==> config.mk <==
export PLATFORM = sky130hd
export DESIGN_NAME = decimal_text_to_fixed_point_core
export DESIGN_NICKNAME = d
export VERILOG_FILES = /design/src/rtl/core/dtf_pkg.sv /design/src/rtl/core/dtf_queue.sv /design/src/rtl/core/dtf_front.sv /design/src/rtl/core/dtf_back.sv /design/src/rtl/core/decimal_text_to_fixed_point_core.sv
export SDC_FILE = /design/constraint.sdc
export NUM_CORES = 1
export LEC_CHECK = 0
export BUFFER_PORTS_ARGS = -buffer_cell sky130_fd_sc_hd__buf_2
export CAP_MARGIN = 20
export CORE_ASPECT_RATIO = 1.2
export CORE_UTILIZATION = 55
export DETAILED_ROUTE_END_ITERATION = 10
export GPL_ROUTABILITY_DRIVEN = 1
export PLACE_DENSITY = 0.76
export SYNTH_ARGS = -nofsm -noshare
export SYNTH_HDL_FRONTEND = slang
export SYNTH_SLANG_ARGS = --single-unit
==> constraint.sdc <==
create_clock -name clk -period 5.8 [get_ports clk]
set_input_delay 0 -clock clk [delete_from_list [all_inputs] [get_ports clk]]
set_output_delay 0 -clock clk [all_outputs]
set_load 0.02 [all_outputs]
==> src/rtl/core/dtf_pkg.sv <==
`default_nettype none

package dtf_pkg;

  // character codes the parser cares about
  localparam logic [7:0] CHAR_NUL   = 8'h00;
  localparam logic [7:0] CHAR_PLUS  = 8'h2B;
  localparam logic [7:0] CHAR_MINUS = 8'h2D;
  localparam logic [7:0] CHAR_DOT   = 8'h2E;
  localparam logic [7:0] CHAR_ZERO  = 8'h30;
  localparam logic [7:0] CHAR_NINE  = 8'h39;

  // width of the fixed-point result port
  localparam int VALUE_W = 64;

  // result status codes
  typedef enum logic [1:0] {
    STATUS_OK       = 2'd0,
    STATUS_BAD_REAL = 2'd1,
    STATUS_BAD_IMAG = 2'd2,
    STATUS_SAT      = 2'd3
  } status_t;

  // back-end sequencer states
  typedef enum logic [1:0] {
    BK_IDLE,
    BK_DIVIDE,
    BK_FINISH
  } back_state_t;

  // 10^n, used only at elaboration
  function automatic logic [63:0] pow10(input int n);
    logic [63:0] p;
    p = 64'd1;
    for (int i = 0; i < n; i++) begin
      p = p * 64'd10;
    end
    return p;
  endfunction

  // bits needed for the fraction numerator and for 10^digits
  function automatic int acc_width(input int digits);
    return $clog2(pow10(digits) + 64'd1);
  endfunction

  // job word: bad, kind, negative, saturated, integer part, numerator, denominator
  function automatic int job_width(input int int_bits, input int digits);
    return 4 + int_bits + 2 * acc_width(digits);
  endfunction

endpackage

`default_nettype wire

==> src/rtl/core/dtf_queue.sv <==
`default_nettype none

module dtf_queue #(
  parameter int WIDTH = 8
) (
  input  wire logic             clk,
  input  wire logic             rst,
  input  wire logic             push,
  input  wire logic [WIDTH-1:0] wr_data,
  output logic                  full,
  output logic                  valid,
  input  wire logic             pop,
  output logic [WIDTH-1:0]      rd_data
);

  logic [WIDTH-1:0] entries [2];
  logic             wr_ptr;
  logic             rd_ptr;
  logic [1:0]       count;

  // occupancy flags
  assign full    = (count == 2'd2);
  assign valid   = (count != 2'd0);
  assign rd_data = entries[rd_ptr];

  // pointers and fill level
  always_ff @(posedge clk) begin
    if (rst) begin
      wr_ptr <= 1'b0;
      rd_ptr <= 1'b0;
      count  <= 2'd0;
    end else begin
      if (push) begin
        wr_ptr <= ~wr_ptr;
      end
      if (pop) begin
        rd_ptr <= ~rd_ptr;
      end
      if (push && !pop) begin
        count <= count + 2'd1;
      end else if (pop && !push) begin
        count <= count - 2'd1;
      end
    end
  end

  // storage
  always_ff @(posedge clk) begin
    if (push) begin
      entries[wr_ptr] <= wr_data;
    end
  end

endmodule

`default_nettype wire

==> src/rtl/core/dtf_front.sv <==
`default_nettype none

module dtf_front #(
  parameter int INT_BITS    = 31,
  parameter int FRAC_DIGITS = 9,
  localparam int JOB_W      = dtf_pkg::job_width(INT_BITS, FRAC_DIGITS)
) (
  input  wire logic             clk,
  input  wire logic             rst,
  input  wire logic             in_valid,
  output logic                  in_ready,
  input  wire logic [7:0]       char_code,
  input  wire logic             arg_kind,
  input  wire logic             q_full,
  output logic                  push,
  output logic [JOB_W-1:0]      job
);

  import dtf_pkg::*;

  localparam int ACC_W = acc_width(FRAC_DIGITS);
  localparam int CNT_W = $clog2(FRAC_DIGITS + 1);
  localparam logic [INT_BITS-1:0] INT_MAX = '1;

  typedef struct packed {
    logic                bad;
    logic                kind;
    logic                negative;
    logic                saturated;
    logic [INT_BITS-1:0] int_part;
    logic [ACC_W-1:0]    frac_num;
    logic [ACC_W-1:0]    frac_den;
  } job_t;

  logic [1:0]          char_position, char_position_next;
  logic                first_was_sign, first_was_sign_next;
  logic                negative, negative_next;
  logic                dot_seen, dot_seen_next;
  logic                malformed, malformed_next;
  logic [INT_BITS-1:0] integer_acc, integer_acc_next;
  logic                int_saturated, int_saturated_next;
  logic [ACC_W-1:0]    fraction_acc, fraction_acc_next;
  logic [ACC_W-1:0]    fraction_den, fraction_den_next;
  logic [CNT_W-1:0]    fraction_count, fraction_count_next;

  logic                accept;
  logic                is_digit;
  logic [3:0]          digit;
  logic [INT_BITS+3:0] int_times_ten;
  logic [ACC_W+3:0]    frac_times_ten;
  logic [ACC_W+3:0]    den_times_ten;
  logic                bad;
  job_t                job_out;

  // handshake
  assign in_ready = !q_full;
  assign accept   = in_valid && !q_full;
  assign push     = accept && (char_code == CHAR_NUL);

  // digit decode and shift-add times ten
  assign is_digit = (char_code >= CHAR_ZERO) && (char_code <= CHAR_NINE);
  assign digit    = 4'(char_code - CHAR_ZERO);
  assign int_times_ten  = ((INT_BITS+4)'(integer_acc) << 3) + ((INT_BITS+4)'(integer_acc) << 1)
                        + (INT_BITS+4)'(digit);
  assign frac_times_ten = ((ACC_W+4)'(fraction_acc) << 3) + ((ACC_W+4)'(fraction_acc) << 1)
                        + (ACC_W+4)'(digit);
  assign den_times_ten  = ((ACC_W+4)'(fraction_den) << 3) + ((ACC_W+4)'(fraction_den) << 1);

  // syntax check at the terminating zero
  assign bad = malformed
            || (char_position == 2'd0)
            || ((char_position == 2'd1) && first_was_sign)
            || ((char_position == 2'd2) && first_was_sign && dot_seen);

  // job handed to the back end
  always_comb begin
    job_out.bad       = bad;
    job_out.kind      = arg_kind;
    job_out.negative  = negative;
    job_out.saturated = int_saturated;
    job_out.int_part  = integer_acc;
    job_out.frac_num  = fraction_acc;
    job_out.frac_den  = fraction_den;
  end
  assign job = job_out;

  // parser next state
  always_comb begin
    char_position_next  = char_position;
    first_was_sign_next = first_was_sign;
    negative_next       = negative;
    dot_seen_next       = dot_seen;
    malformed_next      = malformed;
    integer_acc_next    = integer_acc;
    int_saturated_next  = int_saturated;
    fraction_acc_next   = fraction_acc;
    fraction_den_next   = fraction_den;
    fraction_count_next = fraction_count;
    if (accept) begin
      if (char_code == CHAR_NUL) begin
        char_position_next  = 2'd0;
        first_was_sign_next = 1'b0;
        negative_next       = 1'b0;
        dot_seen_next       = 1'b0;
        malformed_next      = 1'b0;
        integer_acc_next    = '0;
        int_saturated_next  = 1'b0;
        fraction_acc_next   = '0;
        fraction_den_next   = ACC_W'(1);
        fraction_count_next = '0;
      end else begin
        if (char_position != 2'd3) begin
          char_position_next = char_position + 2'd1;
        end
        if (!malformed) begin
          if ((char_position == 2'd0) &&
              ((char_code == CHAR_PLUS) || (char_code == CHAR_MINUS))) begin
            first_was_sign_next = 1'b1;
            negative_next       = (char_code == CHAR_MINUS);
          end else if (char_code == CHAR_DOT) begin
            if (dot_seen) begin
              malformed_next = 1'b1;
            end
            dot_seen_next = 1'b1;
          end else if (is_digit) begin
            if (!dot_seen) begin
              if (int_times_ten > (INT_BITS+4)'(INT_MAX)) begin
                integer_acc_next   = INT_MAX;
                int_saturated_next = 1'b1;
              end else begin
                integer_acc_next = int_times_ten[INT_BITS-1:0];
              end
            end else if (fraction_count < CNT_W'(FRAC_DIGITS)) begin
              fraction_acc_next   = frac_times_ten[ACC_W-1:0];
              fraction_den_next   = den_times_ten[ACC_W-1:0];
              fraction_count_next = fraction_count + CNT_W'(1);
            end
          end else begin
            malformed_next = 1'b1;
          end
        end
      end
    end
  end

  // parser state
  always_ff @(posedge clk) begin
    if (rst) begin
      char_position  <= 2'd0;
      first_was_sign <= 1'b0;
      negative       <= 1'b0;
      dot_seen       <= 1'b0;
      malformed      <= 1'b0;
      integer_acc    <= '0;
      int_saturated  <= 1'b0;
      fraction_acc   <= '0;
      fraction_den   <= ACC_W'(1);
      fraction_count <= '0;
    end else begin
      char_position  <= char_position_next;
      first_was_sign <= first_was_sign_next;
      negative       <= negative_next;
      dot_seen       <= dot_seen_next;
      malformed      <= malformed_next;
      integer_acc    <= integer_acc_next;
      int_saturated  <= int_saturated_next;
      fraction_acc   <= fraction_acc_next;
      fraction_den   <= fraction_den_next;
      fraction_count <= fraction_count_next;
    end
  end

endmodule

`default_nettype wire

==> src/rtl/core/dtf_back.sv <==
`default_nettype none

module dtf_back #(
  parameter int INT_BITS    = 31,
  parameter int FRAC_DIGITS = 9,
  parameter int FRAC_BITS   = 32,
  localparam int JOB_W      = dtf_pkg::job_width(INT_BITS, FRAC_DIGITS)
) (
  input  wire logic                         clk,
  input  wire logic                         rst,
  input  wire logic                         q_valid,
  output logic                              pop,
  input  wire logic [JOB_W-1:0]             job,
  output logic                              out_valid,
  input  wire logic                         out_ready,
  output logic signed [dtf_pkg::VALUE_W-1:0] value,
  output dtf_pkg::status_t                  status
);

  import dtf_pkg::*;

  localparam int ACC_W  = acc_width(FRAC_DIGITS);
  localparam int STEP_W = $clog2(FRAC_BITS);

  typedef struct packed {
    logic                bad;
    logic                kind;
    logic                negative;
    logic                saturated;
    logic [INT_BITS-1:0] int_part;
    logic [ACC_W-1:0]    frac_num;
    logic [ACC_W-1:0]    frac_den;
  } job_t;

  back_state_t          state, state_next;
  job_t                 job_in;
  job_t                 cur;
  logic [ACC_W-1:0]     rem;
  logic [FRAC_BITS-1:0] quo;
  logic [STEP_W-1:0]    step_cnt;

  logic [ACC_W:0]       rem_shift;
  logic [ACC_W:0]       rem_sub;
  logic                 fits;
  logic                 last_step;
  logic                 out_free;
  logic                 load_out;
  logic [VALUE_W-1:0]   mag;
  logic [VALUE_W-1:0]   result_value;
  status_t              result_status;

  // queue head viewed as a job record
  assign job_in = job;

  // one restoring-division step per cycle
  assign rem_shift = {rem, 1'b0};
  assign fits      = (rem_shift >= {1'b0, cur.frac_den});
  assign rem_sub   = rem_shift - {1'b0, cur.frac_den};
  assign last_step = (step_cnt == STEP_W'(FRAC_BITS - 1));

  // assemble the signed fixed-point result
  assign mag = (VALUE_W'(cur.int_part) << FRAC_BITS) | VALUE_W'(quo);
  always_comb begin
    if (cur.bad) begin
      result_value  = '0;
      result_status = cur.kind ? STATUS_BAD_IMAG : STATUS_BAD_REAL;
    end else begin
      result_value  = cur.negative ? -mag : mag;
      result_status = cur.saturated ? STATUS_SAT : STATUS_OK;
    end
  end

  assign out_free = !out_valid || out_ready;

  // sequencer next state
  always_comb begin
    state_next = state;
    pop        = 1'b0;
    load_out   = 1'b0;
    unique case (state)
      BK_IDLE: begin
        if (q_valid) begin
          pop        = 1'b1;
          state_next = BK_DIVIDE;
        end
      end
      BK_DIVIDE: begin
        if (last_step) begin
          state_next = BK_FINISH;
        end
      end
      BK_FINISH: begin
        if (out_free) begin
          load_out   = 1'b1;
          state_next = BK_IDLE;
        end
      end
      default: begin
        state_next = BK_IDLE;
      end
    endcase
  end

  // sequencer state
  always_ff @(posedge clk) begin
    if (rst) begin
      state <= BK_IDLE;
    end else begin
      state <= state_next;
    end
  end

  // divider datapath
  always_ff @(posedge clk) begin
    if (pop) begin
      cur      <= job_in;
      rem      <= job_in.frac_num;
      quo      <= '0;
      step_cnt <= '0;
    end else if (state == BK_DIVIDE) begin
      rem      <= fits ? rem_sub[ACC_W-1:0] : rem_shift[ACC_W-1:0];
      quo      <= {quo[FRAC_BITS-2:0], fits};
      step_cnt <= step_cnt + STEP_W'(1);
    end
  end

  // output register
  always_ff @(posedge clk) begin
    if (rst) begin
      out_valid <= 1'b0;
    end else if (load_out) begin
      out_valid <= 1'b1;
    end else if (out_ready) begin
      out_valid <= 1'b0;
    end
  end

  always_ff @(posedge clk) begin
    if (load_out) begin
      value  <= result_value;
      status <= result_status;
    end
  end

endmodule

`default_nettype wire

==> src/rtl/core/decimal_text_to_fixed_point_core.sv <==
// Decimal text to signed fixed-point converter.
// Input channel (in_valid/in_ready): one ASCII character per item in char_code,
// with arg_kind tagging the argument (0 real, 1 imaginary). A zero character
// ends the number and produces exactly one result; other characters produce none.
// Output channel (out_valid/out_ready): value is signed Q(INT_BITS).(FRAC_BITS),
// status is ok, malformed real, malformed imaginary or integer saturated.
// The front parser takes one character per cycle while the two-entry job queue
// has room. Each terminated number is scaled by a restoring divider that
// retires one quotient bit per cycle; a number passes from the job queue
// through the back end's idle, divide and finish states to the output register.
// The back end pops a new number only once its last result is in that register.
// Characters keep flowing while the divider works, up to two queued numbers.
// The result sits in an output register; if the receiver stalls, the divider
// holds its finished result and the queue then fills, after which in_ready drops.
// Synchronous reset clears the parser, the queue and the output valid; the
// block is ready for items as soon as reset is released.
`default_nettype none

module decimal_text_to_fixed_point_core #(
  parameter int FRAC_DIGITS = 9,
  parameter int INT_BITS    = 31,
  parameter int FRAC_BITS   = 32
) (
  input  wire logic                          clk,
  input  wire logic                          rst,
  input  wire logic                          in_valid,
  output logic                               in_ready,
  input  wire logic [7:0]                    char_code,
  input  wire logic                          arg_kind,
  output logic                               out_valid,
  input  wire logic                          out_ready,
  output logic signed [dtf_pkg::VALUE_W-1:0] value,
  output dtf_pkg::status_t                   status
);

  import dtf_pkg::*;

  localparam int JOB_W = job_width(INT_BITS, FRAC_DIGITS);

  logic             q_push;
  logic             q_full;
  logic             q_valid;
  logic             q_pop;
  logic [JOB_W-1:0] q_wr_data;
  logic [JOB_W-1:0] q_rd_data;

  // character parser
  dtf_front #(
    .INT_BITS    (INT_BITS),
    .FRAC_DIGITS (FRAC_DIGITS)
  ) u_front (
    .clk       (clk),
    .rst       (rst),
    .in_valid  (in_valid),
    .in_ready  (in_ready),
    .char_code (char_code),
    .arg_kind  (arg_kind),
    .q_full    (q_full),
    .push      (q_push),
    .job       (q_wr_data)
  );

  // job queue between parser and divider
  dtf_queue #(
    .WIDTH (JOB_W)
  ) u_queue (
    .clk     (clk),
    .rst     (rst),
    .push    (q_push),
    .wr_data (q_wr_data),
    .full    (q_full),
    .valid   (q_valid),
    .pop     (q_pop),
    .rd_data (q_rd_data)
  );

  // fraction scaling and result assembly
  dtf_back #(
    .INT_BITS    (INT_BITS),
    .FRAC_DIGITS (FRAC_DIGITS),
    .FRAC_BITS   (FRAC_BITS)
  ) u_back (
    .clk       (clk),
    .rst       (rst),
    .q_valid   (q_valid),
    .pop       (q_pop),
    .job       (q_rd_data),
    .out_valid (out_valid),
    .out_ready (out_ready),
    .value     (value),
    .status    (status)
  );

  // a terminated number is queued or already taken by the back end
  a_push_lands: assert property (@(posedge clk) disable iff (rst)
    q_push |=> q_valid || !$past(q_valid))
    else $error("terminated number lost between parser and divider");

  // malformed results carry a zero value
  a_bad_is_zero: assert property (@(posedge clk) disable iff (rst)
    out_valid && ((status == STATUS_BAD_REAL) || (status == STATUS_BAD_IMAG))
      |-> (value == '0))
    else $error("malformed result with nonzero value");

  // a positive saturated result has its integer field at full scale
  a_sat_full: assert property (@(posedge clk) disable iff (rst)
    out_valid && (status == STATUS_SAT) && !value[VALUE_W-1]
      |-> (&value[INT_BITS+FRAC_BITS-1:FRAC_BITS]))
    else $error("saturated result without full-scale integer part");

endmodule

`default_nettype wire

==> run metrics, run 1 <==
number of global-route vias before repair=~18,000; Final Wtd Congestion=about 0.93; post-synthesis cell area=0.02553 mm2; pin count of the biggest net entering global routing=73; NetSw=slightly above 0.004 W; crit share post-route=roughly three quarters; Post-route DRC=0; WP buf/inv=2; std cell rows=between 80 and 90; Overflow after GRT=0; R2R Path End=u_front.integer_acc[13]; sequential cell area=0.01349 mm2; die width=just under 200 um; fin util=between 60% and 70%; root buf cell=clkbuf_16; setup bufs post-CTS=0; Hold Crit Endpoint=u_front.malformed; combinational cell fraction of total power=between 30% and 40%; initial DRC count=1,155; Worst Max-Slew Pin Slew=roughly 1.1 ns; Final Max Slew Viols=0; Max Root-Sink Buffers=3; EDFF count, synth=roughly 350; Main synth FF type=edfxtp_1; first-pass GRT wire length=approximately 90,000 um; Synth Warn #=0; Critical Path Max Stage Delay=0.68 ns; P_leak=11.58 nW; Critical Path Sink Type=flop; Slew headroom=roughly 26%; CP required=approximately 6.2 ns; Synth area leaders=edfxtp_1, dfxtp_1, ha_1; P_int=0.007885 W; share of cells above drive strength 1=about 11%; Inserted Clock Buffers=47; worst hold path type=primary input to flop; first drt pass iteration count=5; # fillers=approximately 3,700; Post-CTS Resized=0; sequential area share after synthesis=a little over half; clock skew=between 0.015 and 0.02 ns; WHS Path Cells=5; CTS Hold Bufs=10; Area growth syn-to-layout=10.35%; CP startpoint kind=flop; Power Density=between 400 and 500 mW/mm2; hold_ws=0.05590 ns; WL final=about 55,000 um; Worst-path clk slew=~0.06 ns; Clock Sinks=~500; Fin. Hold Viols=0; FF+latch count, synth=~500; R2R depth=13; RSZ-0062 raised after global routing=no; post-layout min period=between 4 and 5 ns; CP top delay family=compound AO/OA/AOI/OAI gates; Final HPWL DP=38,280 um; synthesized area per cell=11.27 um2; max_cap viols=0; distinct cell type count after synthesis=75; IO buf count=80; flop2flop setup slack=between 1.5 and 2 ns; Overall Global Routing Usage=23.48%; hold_sp=char_code[3]; # setup viols final=0; via count=approximately 18,000; Antenna Nets Post-Route=0; crit path DAT=4.66 ns; Syn Nets=2,466; outcome=completed; # H-tree levels=2; Clk pwr share=between 20% and 30%; VDD IR-drop max=around 0.26 mV; crit path cell chain=inv_1 -> fa_1 -> inv_1 -> ha_1 -> a21oi_1 -> o22ai_1 -> o211ai_1 -> a21boi_0 -> o21ai_0 -> nand3b_1 -> a2111o_1 -> nand2_1 -> o211ai_1; number of top-level pins=81; top cell type's share of synthesized area=approximately two fifths; Async SR Flop Fraction=0%; Core Region=between 0.04 and 0.05 mm2; setup_tns=0 ns; Fmax achieved=233.7 MHz; Worst path slowest cell=nand2_1; initial antenna violation count=0; clock latency on the worst-skew pair=approximately 0.57 ns; Nets=2,533; area leader, netlist=edfxtp_1; starting density of the core=between 50% and 60%; number of diodes=0; Die Height=238.0 um; Avg WL per Cell=18.40 um; drt via density=a little under 6; die area=~0.047 mm2; crit-path max FO=26; FF-to-FF Start=u_front.integer_acc[0]; Multi-input gate area=approximately 0.011 mm2; Switching Share=between 30% and 40%; Total Power=roughly 0.012 W; sequential power share=between 40% and 50%; critical path class=flop to flop; Mapped Cells=roughly 2,300; TritonCTS clock tree=built
-- logic make-up after synthesis --
kind of cell             Yosys count  share of synthesized area [%]
flip-flops                       498                          52.82
buffers and inverters            177                          2.637
adder cells (fa/ha/maj)          187                          9.342
AO/OA/AOI/OAI                    574                          15.10
AND/OR/NAND/NOR                  584                          10.87
XOR/XNOR                         149                          5.112
multiplexers                      97                          4.127
-- layer usage --
layer,wire (um),GRT usage (%),up-vias
met1,22690,28.54,8620
met2,28110,41.65,414
met3,2024,2.813,126
li1,-,-,8577
met5,0,0,-
met4,2119,10.21,0
-- layout by cell type (no fill, tap or decap), types with 14 or more instances in the layout --
master       n
ha_1       181
o21a_1      20
mux2i_1     31
a21o_1      57
o211ai_1    17
nor2_1     202
mux2_2      66
nand2b_1    27
o31ai_1     28
a31oi_1     19
nand3_1     26
nor2b_1     24
a22o_1      37
edfxtp_1   351
dfxtp_1    146
clkbuf_1    14
xnor2_1     59
inv_1       82
a22oi_1     47
nand2_1    149
a21oi_1    128
buf_2       80
xor2_1      90
o21ai_0    104
or3_1       32
nand4_1     20
buf_4       20
clkbuf_16   48
nor3_1      36
a211oi_1    35
-- metrics by stage --
step	std cells	setup slack, ns	cell area, um2
4_1_cts	2986	1.511	28170
3_5_place_dp	2890	1.534	26560
2_1_floorplan	2266	1.528	25530
3_3_place_gp	2890	1.730	26560
6_report	2986	1.521	28170
5_1_grt	2986	1.177	28170
-- flip-flops by register name, indices dropped and copies added (netlist names), named ones only --
register and flops:
u_front.negative 1, u_front.fraction_den 30, u_back.status 2, u_front.malformed 1, u_back.quo 32, u_back.out_valid 1, u_front.dot_seen 1, u_back.rem 30
u_back.state 2, u_front.fraction_count 4, u_queue.rd_ptr 1, u_queue.entries 190, u_front.integer_acc 31, u_back.cur 65, u_front.char_position 2, u_front.first_was_sign 1
u_queue.wr_ptr 1, u_front.int_saturated 1, u_front.fraction_acc 30, u_back.step_cnt 5, u_back.value 64, u_queue.count 2
-- worst register-to-register path, stage by stage, from the launching register on --
cell and delay (ns):
dfxtp_1 0.41, inv_1 0.09, fa_1 0.56, inv_1 0.06, ha_1 0.29, a21oi_1 0.19, o22ai_1 0.18, o211ai_1 0.36
a21boi_0 0.19, o21ai_0 0.25, nand3b_1 0.11, a2111o_1 0.54, nand2_1 0.68, o211ai_1 0.20
-- how the worst max path moves through the flow --
stage,from,end,cells past startpoint
2_1_floorplan,char_code[0],u_queue.entries[0][0],4
3_3_place_gp,u_front.integer_acc[0],u_front.integer_acc[3],13
3_5_place_dp,u_front.integer_acc[0],u_front.integer_acc[10],13
4_1_cts,u_front.integer_acc[0],u_front.integer_acc[13],13
5_1_grt,u_front.integer_acc[0],u_front.integer_acc[25],13
6_report,u_front.integer_acc[0],u_front.integer_acc[13],13
-- power groups by stage --
stage / clock network [W] / registers (W) / logic, W
final: 0.00302 / 0.00482 / 0.00415
after global routing: 0.00321 / 0.00487 / 0.00461
after CTS: 0.00308 / 0.00482 / 0.00414
after detailed placement: 0 / 0.00490 / 0.00410
after global placement: 0 / 0.00488 / 0.00397
after floorplan: 0 / 0.00474 / 0.00327
-- layout make-up --
cell class / count / area share, %
clock buffers: 66 / 4.646
clock inverters: 20 / 0.7240
inverters: 84 / 1.128
multi-input cells: 1591 / 40.51
flip-flops and latches: 498 / 47.87
well taps: 616 / 2.736
repair buffers: 111 / 2.381
-- synthesized netlist by cell type (all sizes together) (36+ instances only) --
cell / n
a211oi: 36
a21o: 57
a21oi: 128
a22o: 37
a22oi: 47
clkbuf: 83
dfxtp: 147
edfxtp: 351
ha: 181
inv: 83
mux2: 66
nand2: 149
nor2: 204
nor3: 37
o21ai: 106
xnor2: 59
xor2: 90
(Power assumes the default switching activity.)
==> inputs of run 2 (changes only) <==
Settings changed: ABC_AREA set to 1.
Clock period 5.8 ns to 3.4 ns, I/O delays scaled along.
==> run 2 against run 1 <==
Register-to-register slack worse by 1.2 ns. Routed wire length is 22% higher. Non-clock buffer count grew 11. Combinational power is 110% higher. Global-route usage rose by 2.2 points. Via count up 25%. Clock power increased by 71%. Area after synthesis up 10%. Cell count rose by 35%. Sequential share of layout area is 4.3 points lower. Largest power group is now combinational cells. Highest routed layer unchanged.
==> run metrics, run 2 <==
Fin. Hold Viols=0 (unchanged); die width=208.5 um (+5.0%); flop2flop setup slack=0.33 ns (-1.19 ns); # fillers=4,303 (+17%); Mapped Cells=3,248 (+43%); max_cap viols=0 (unchanged); fin cells=4,026 (+35%); CP required=3.82 ns (-2.36 ns); Main synth FF type=edfxtp_1; clock skew=0.01316 ns (-0.006527 ns); pin count of the biggest net entering global routing=97 (+33%); starting density of the core=55.81% (+0.12 points); std cell rows=90 (+4.7%); P_int=0.01364 W (+73%); Hold Crit Endpoint=u_front.fraction_acc[2]; first-pass GRT wire length=107,500 um (+20%); # H-tree levels=2 (unchanged); Final Wtd Congestion=0.9543 (+2.5%); outcome=completed; crit path cell chain=inv_1 -> fa_1 -> fa_1 -> inv_1 -> nand2_1 -> nand3_1 -> nand2_1 -> nand2_1 -> nand2_1 -> nand3_1 -> nand2_1 -> nor2_1 -> nand2_1 -> nand2_1 -> buf_6 -> a21oi_1; Slew headroom=43.51% (+18 points); WP buf/inv=3 (+1); Worst-path clk slew=0.06 ns (about the same); initial antenna violation count=0 (unchanged); CP startpoint kind=flop; Final Max Slew Viols=0 (unchanged); drt via density=5.527 (-6.9%); Worst path slowest cell=fa_1; Overflow after GRT=0 (unchanged); Fmax achieved=326.2 MHz (+40%); Critical Path Sink Type=flop; root buf cell=clkbuf_16; Max Root-Sink Buffers=3 (unchanged); number of global-route vias before repair=21,160 (+19%); most common cell in the netlist=nand2_1; post-layout min period=3.066 ns (-1.214 ns); Post-route DRC=0 (unchanged); Syn Nets=3,448 (+40%); clock latency on the worst-skew pair=0.57 ns (about the same); Multi-input gate area=0.01289 mm2 (+13%); RSZ-0062 raised after global routing=no; synthesized area per cell=8.669 um2 (-23%); IO buf count=80 (unchanged); fin util=61.42% (about the same); top cell type's share of synthesized area=37.44% (-3.9 points); Overall Global Routing Usage=25.65% (+2.2 points); setup bufs post-CTS=0 (unchanged); Largest register FFs=190 (unchanged); Final HPWL DP=48,700 um (+27%); hold_ws=0.07078 ns (+0.01487 ns); Worst Max-Slew Pin Slew=0.8474 ns (-0.2560 ns); Avg WL per Cell=16.62 um (-9.7%); hold_sp=char_code[2]; area leader, netlist=edfxtp_1; FF+latch count, synth=498 (unchanged); VDD IR-drop max=0.4756 mV (+86%); crit-path max FO=21 (-19%); Largest Register=u_queue.entries; commonest non-fill, non-tap cells in the layout=nand2_1, inv_1, edfxtp_1, nor2_1, a21oi_1; number of top-level pins=81 (unchanged); P_leak=13.67 nW (+18%); R2R Path End=u_front.integer_acc[12]; Synth area leaders=edfxtp_1, dfxtp_1, nand2_1; Nets=3,541 (+40%); post-synthesis cell area=0.02816 mm2 (+10%); TritonCTS clock tree=built; via count=22,250 (+25%); Antenna Nets Post-Route=0 (unchanged); Synth Warn #=0 (unchanged); # setup viols final=0 (unchanged); distinct cell type count after synthesis=54 (-28%); WHS Path Cells=5 (unchanged); Core Region=0.05045 mm2 (+10%); setup_tns=0 ns (unchanged); Largest regs=u_queue.entries x190, u_back.cur x65, u_back.value x64; Power Density=721.1 mW/mm2 (+69%); Post-Place Cell Area=0.02933 mm2 (+10%); design area=0.03098 mm2 (+10%); crit share post-route=90.16% (+16 points); Inserted Clock Buffers=47 (unchanged); Critical Path Max Stage Delay=0.51 ns (-0.17 ns); worst hold path type=primary input to flop; share of cells above drive strength 1=10.09% (-1.4 points); Switching Share=38.95% (+4.7 points); Async SR Flop Fraction=0% (unchanged); WL final=66,910 um (+22%); FF-to-FF Start=u_front.integer_acc[0]; most common cell after layout, fill and taps aside=nand2_1; CP top delay family=simple AND/OR/NAND/NOR gates; sequential cell area=0.01349 mm2 (unchanged); NetSw=0.008702 W (+110%); Clk pwr share=23.1% (-2.1 points); cell total after placement=3,923 (+36%); sequential area share after synthesis=47.89% (-4.9 points); R2R depth=16 (+3); Synth top cells by count=nand2_1, inv_1, edfxtp_1; sequential power share=37.4% (-2.8 points); critical path class=flop to flop; combinational cell fraction of total power=39.5% (+4.9 points); Die Height=249.9 um (+5.0%); Clock Sinks=498 (unchanged); Area growth syn-to-layout=10.05%; die area=0.05211 mm2 (+10%); crit path DAT=3.49 ns (-1.17 ns); first drt pass iteration count=5 (unchanged); EDFF count, synth=351 (unchanged); initial DRC count=1,862 (+61%); crit-path most repeated cell=nand2_1
==> run 2: cell types whose count changed after synthesis, moves of 42 or more <==
cell     delta
nand2_1   +597
inv_1     +299
a21oi_1   +146
nor2_1    +128
nand3_1   +124
xor2_1     -59
a21o_1     -42
o21ai_1    +42
==> run 2: worst max path at each step <==
stage | from | endpoint | slack [ns] | depth (start not counted)
finish | u_front.integer_acc[0] | u_front.integer_acc[12] | 0.33 | 16
global route | u_front.integer_acc[0] | u_front.integer_acc[12] | 0.002 | 19
CTS | u_front.integer_acc[0] | u_front.integer_acc[12] | 0.30 | 19
detailed placement | u_front.integer_acc[0] | u_front.integer_acc[15] | 0.32 | 19
global placement | u_front.integer_acc[0] | u_front.integer_acc[23] | 0.38 | 19
floorplan | u_back.state[1] | u_back.cur[0] | 0.32 | 4
==> run 2: cell families (layout without fill, tap and decap cells) <==
family / count (synthesis) / in the layout / share of synthesized area, %
other cells: 0 / 2 / 0
buf+inv: 467 / 599 / 6.439
compound gates: 558 / 558 / 10.98
simple gates: 1385 / 1385 / 20.62
xor+xnor: 58 / 58 / 1.804
flops: 498 / 498 / 47.89
fa+ha+maj: 187 / 187 / 8.470
mux: 95 / 95 / 3.795
==> run 2: area by class of cell <==
cell class              count  share of cell area (%)
multi-input cells        2283                   41.61
flip-flops and latches    498                   43.53
diodes                      2                 0.01615
inverters                 389                   4.721
well taps                 644                   2.601
repair buffers            122                   2.637
clock buffers              60                   4.151
clock inverters            28                  0.7390
==> run 2: worst min-delay path: cells and delay by family <==
kind / cells / cell delay, ns
adder cells (fa/ha/maj): 2 / 0.28
buffers and inverters: 1 / 0.17
AO/OA/AOI/OAI: 1 / 0.10
AND/OR/NAND/NOR: 1 / 0.04
==> run 2: metal layers <==
metal / vias to the layer above / track usage (%) / part of all wire (%)
met5: - / 0 / 0
met4: 0 / 7.206 / 2.3
met3: 101 / 2.882 / 5.3
met2: 593 / 43.28 / 47
met1: 10360 / 34.91 / 45
li1: 11200 / - / -
==> run 2: metrics by stage <==
step                setup WS [ns]  power (W)
finish                     0.3345    0.02234
global route             0.002076    0.02374
CTS                        0.2968    0.02235
detailed placement         0.3176    0.01714
global placement           0.3801    0.01706
floorplan                  0.3248    0.01484
==> run 2: timing repair <==
item / CTS / global route
hold buffers: 13 / 0
hold endpoints to repair: 56 / 0
resized for setup: 0 / 2
endpoints found under the setup margin: 0 / 21
==> run 2: power groups by stage <==
| stage | sequential, W | clock, W | combinational [W] |
|---|---|---|---|
| 5_1_grt | 0.00845 | 0.00545 | 0.00985 |
| 3_3_place_gp | 0.00846 | 0 | 0.00860 |
| 4_1_cts | 0.00836 | 0.00522 | 0.00876 |
| 3_5_place_dp | 0.00848 | 0 | 0.00865 |
| 2_1_floorplan | 0.00846 | 0 | 0.00638 |
| 6_report | 0.00837 | 0.00515 | 0.00882 |
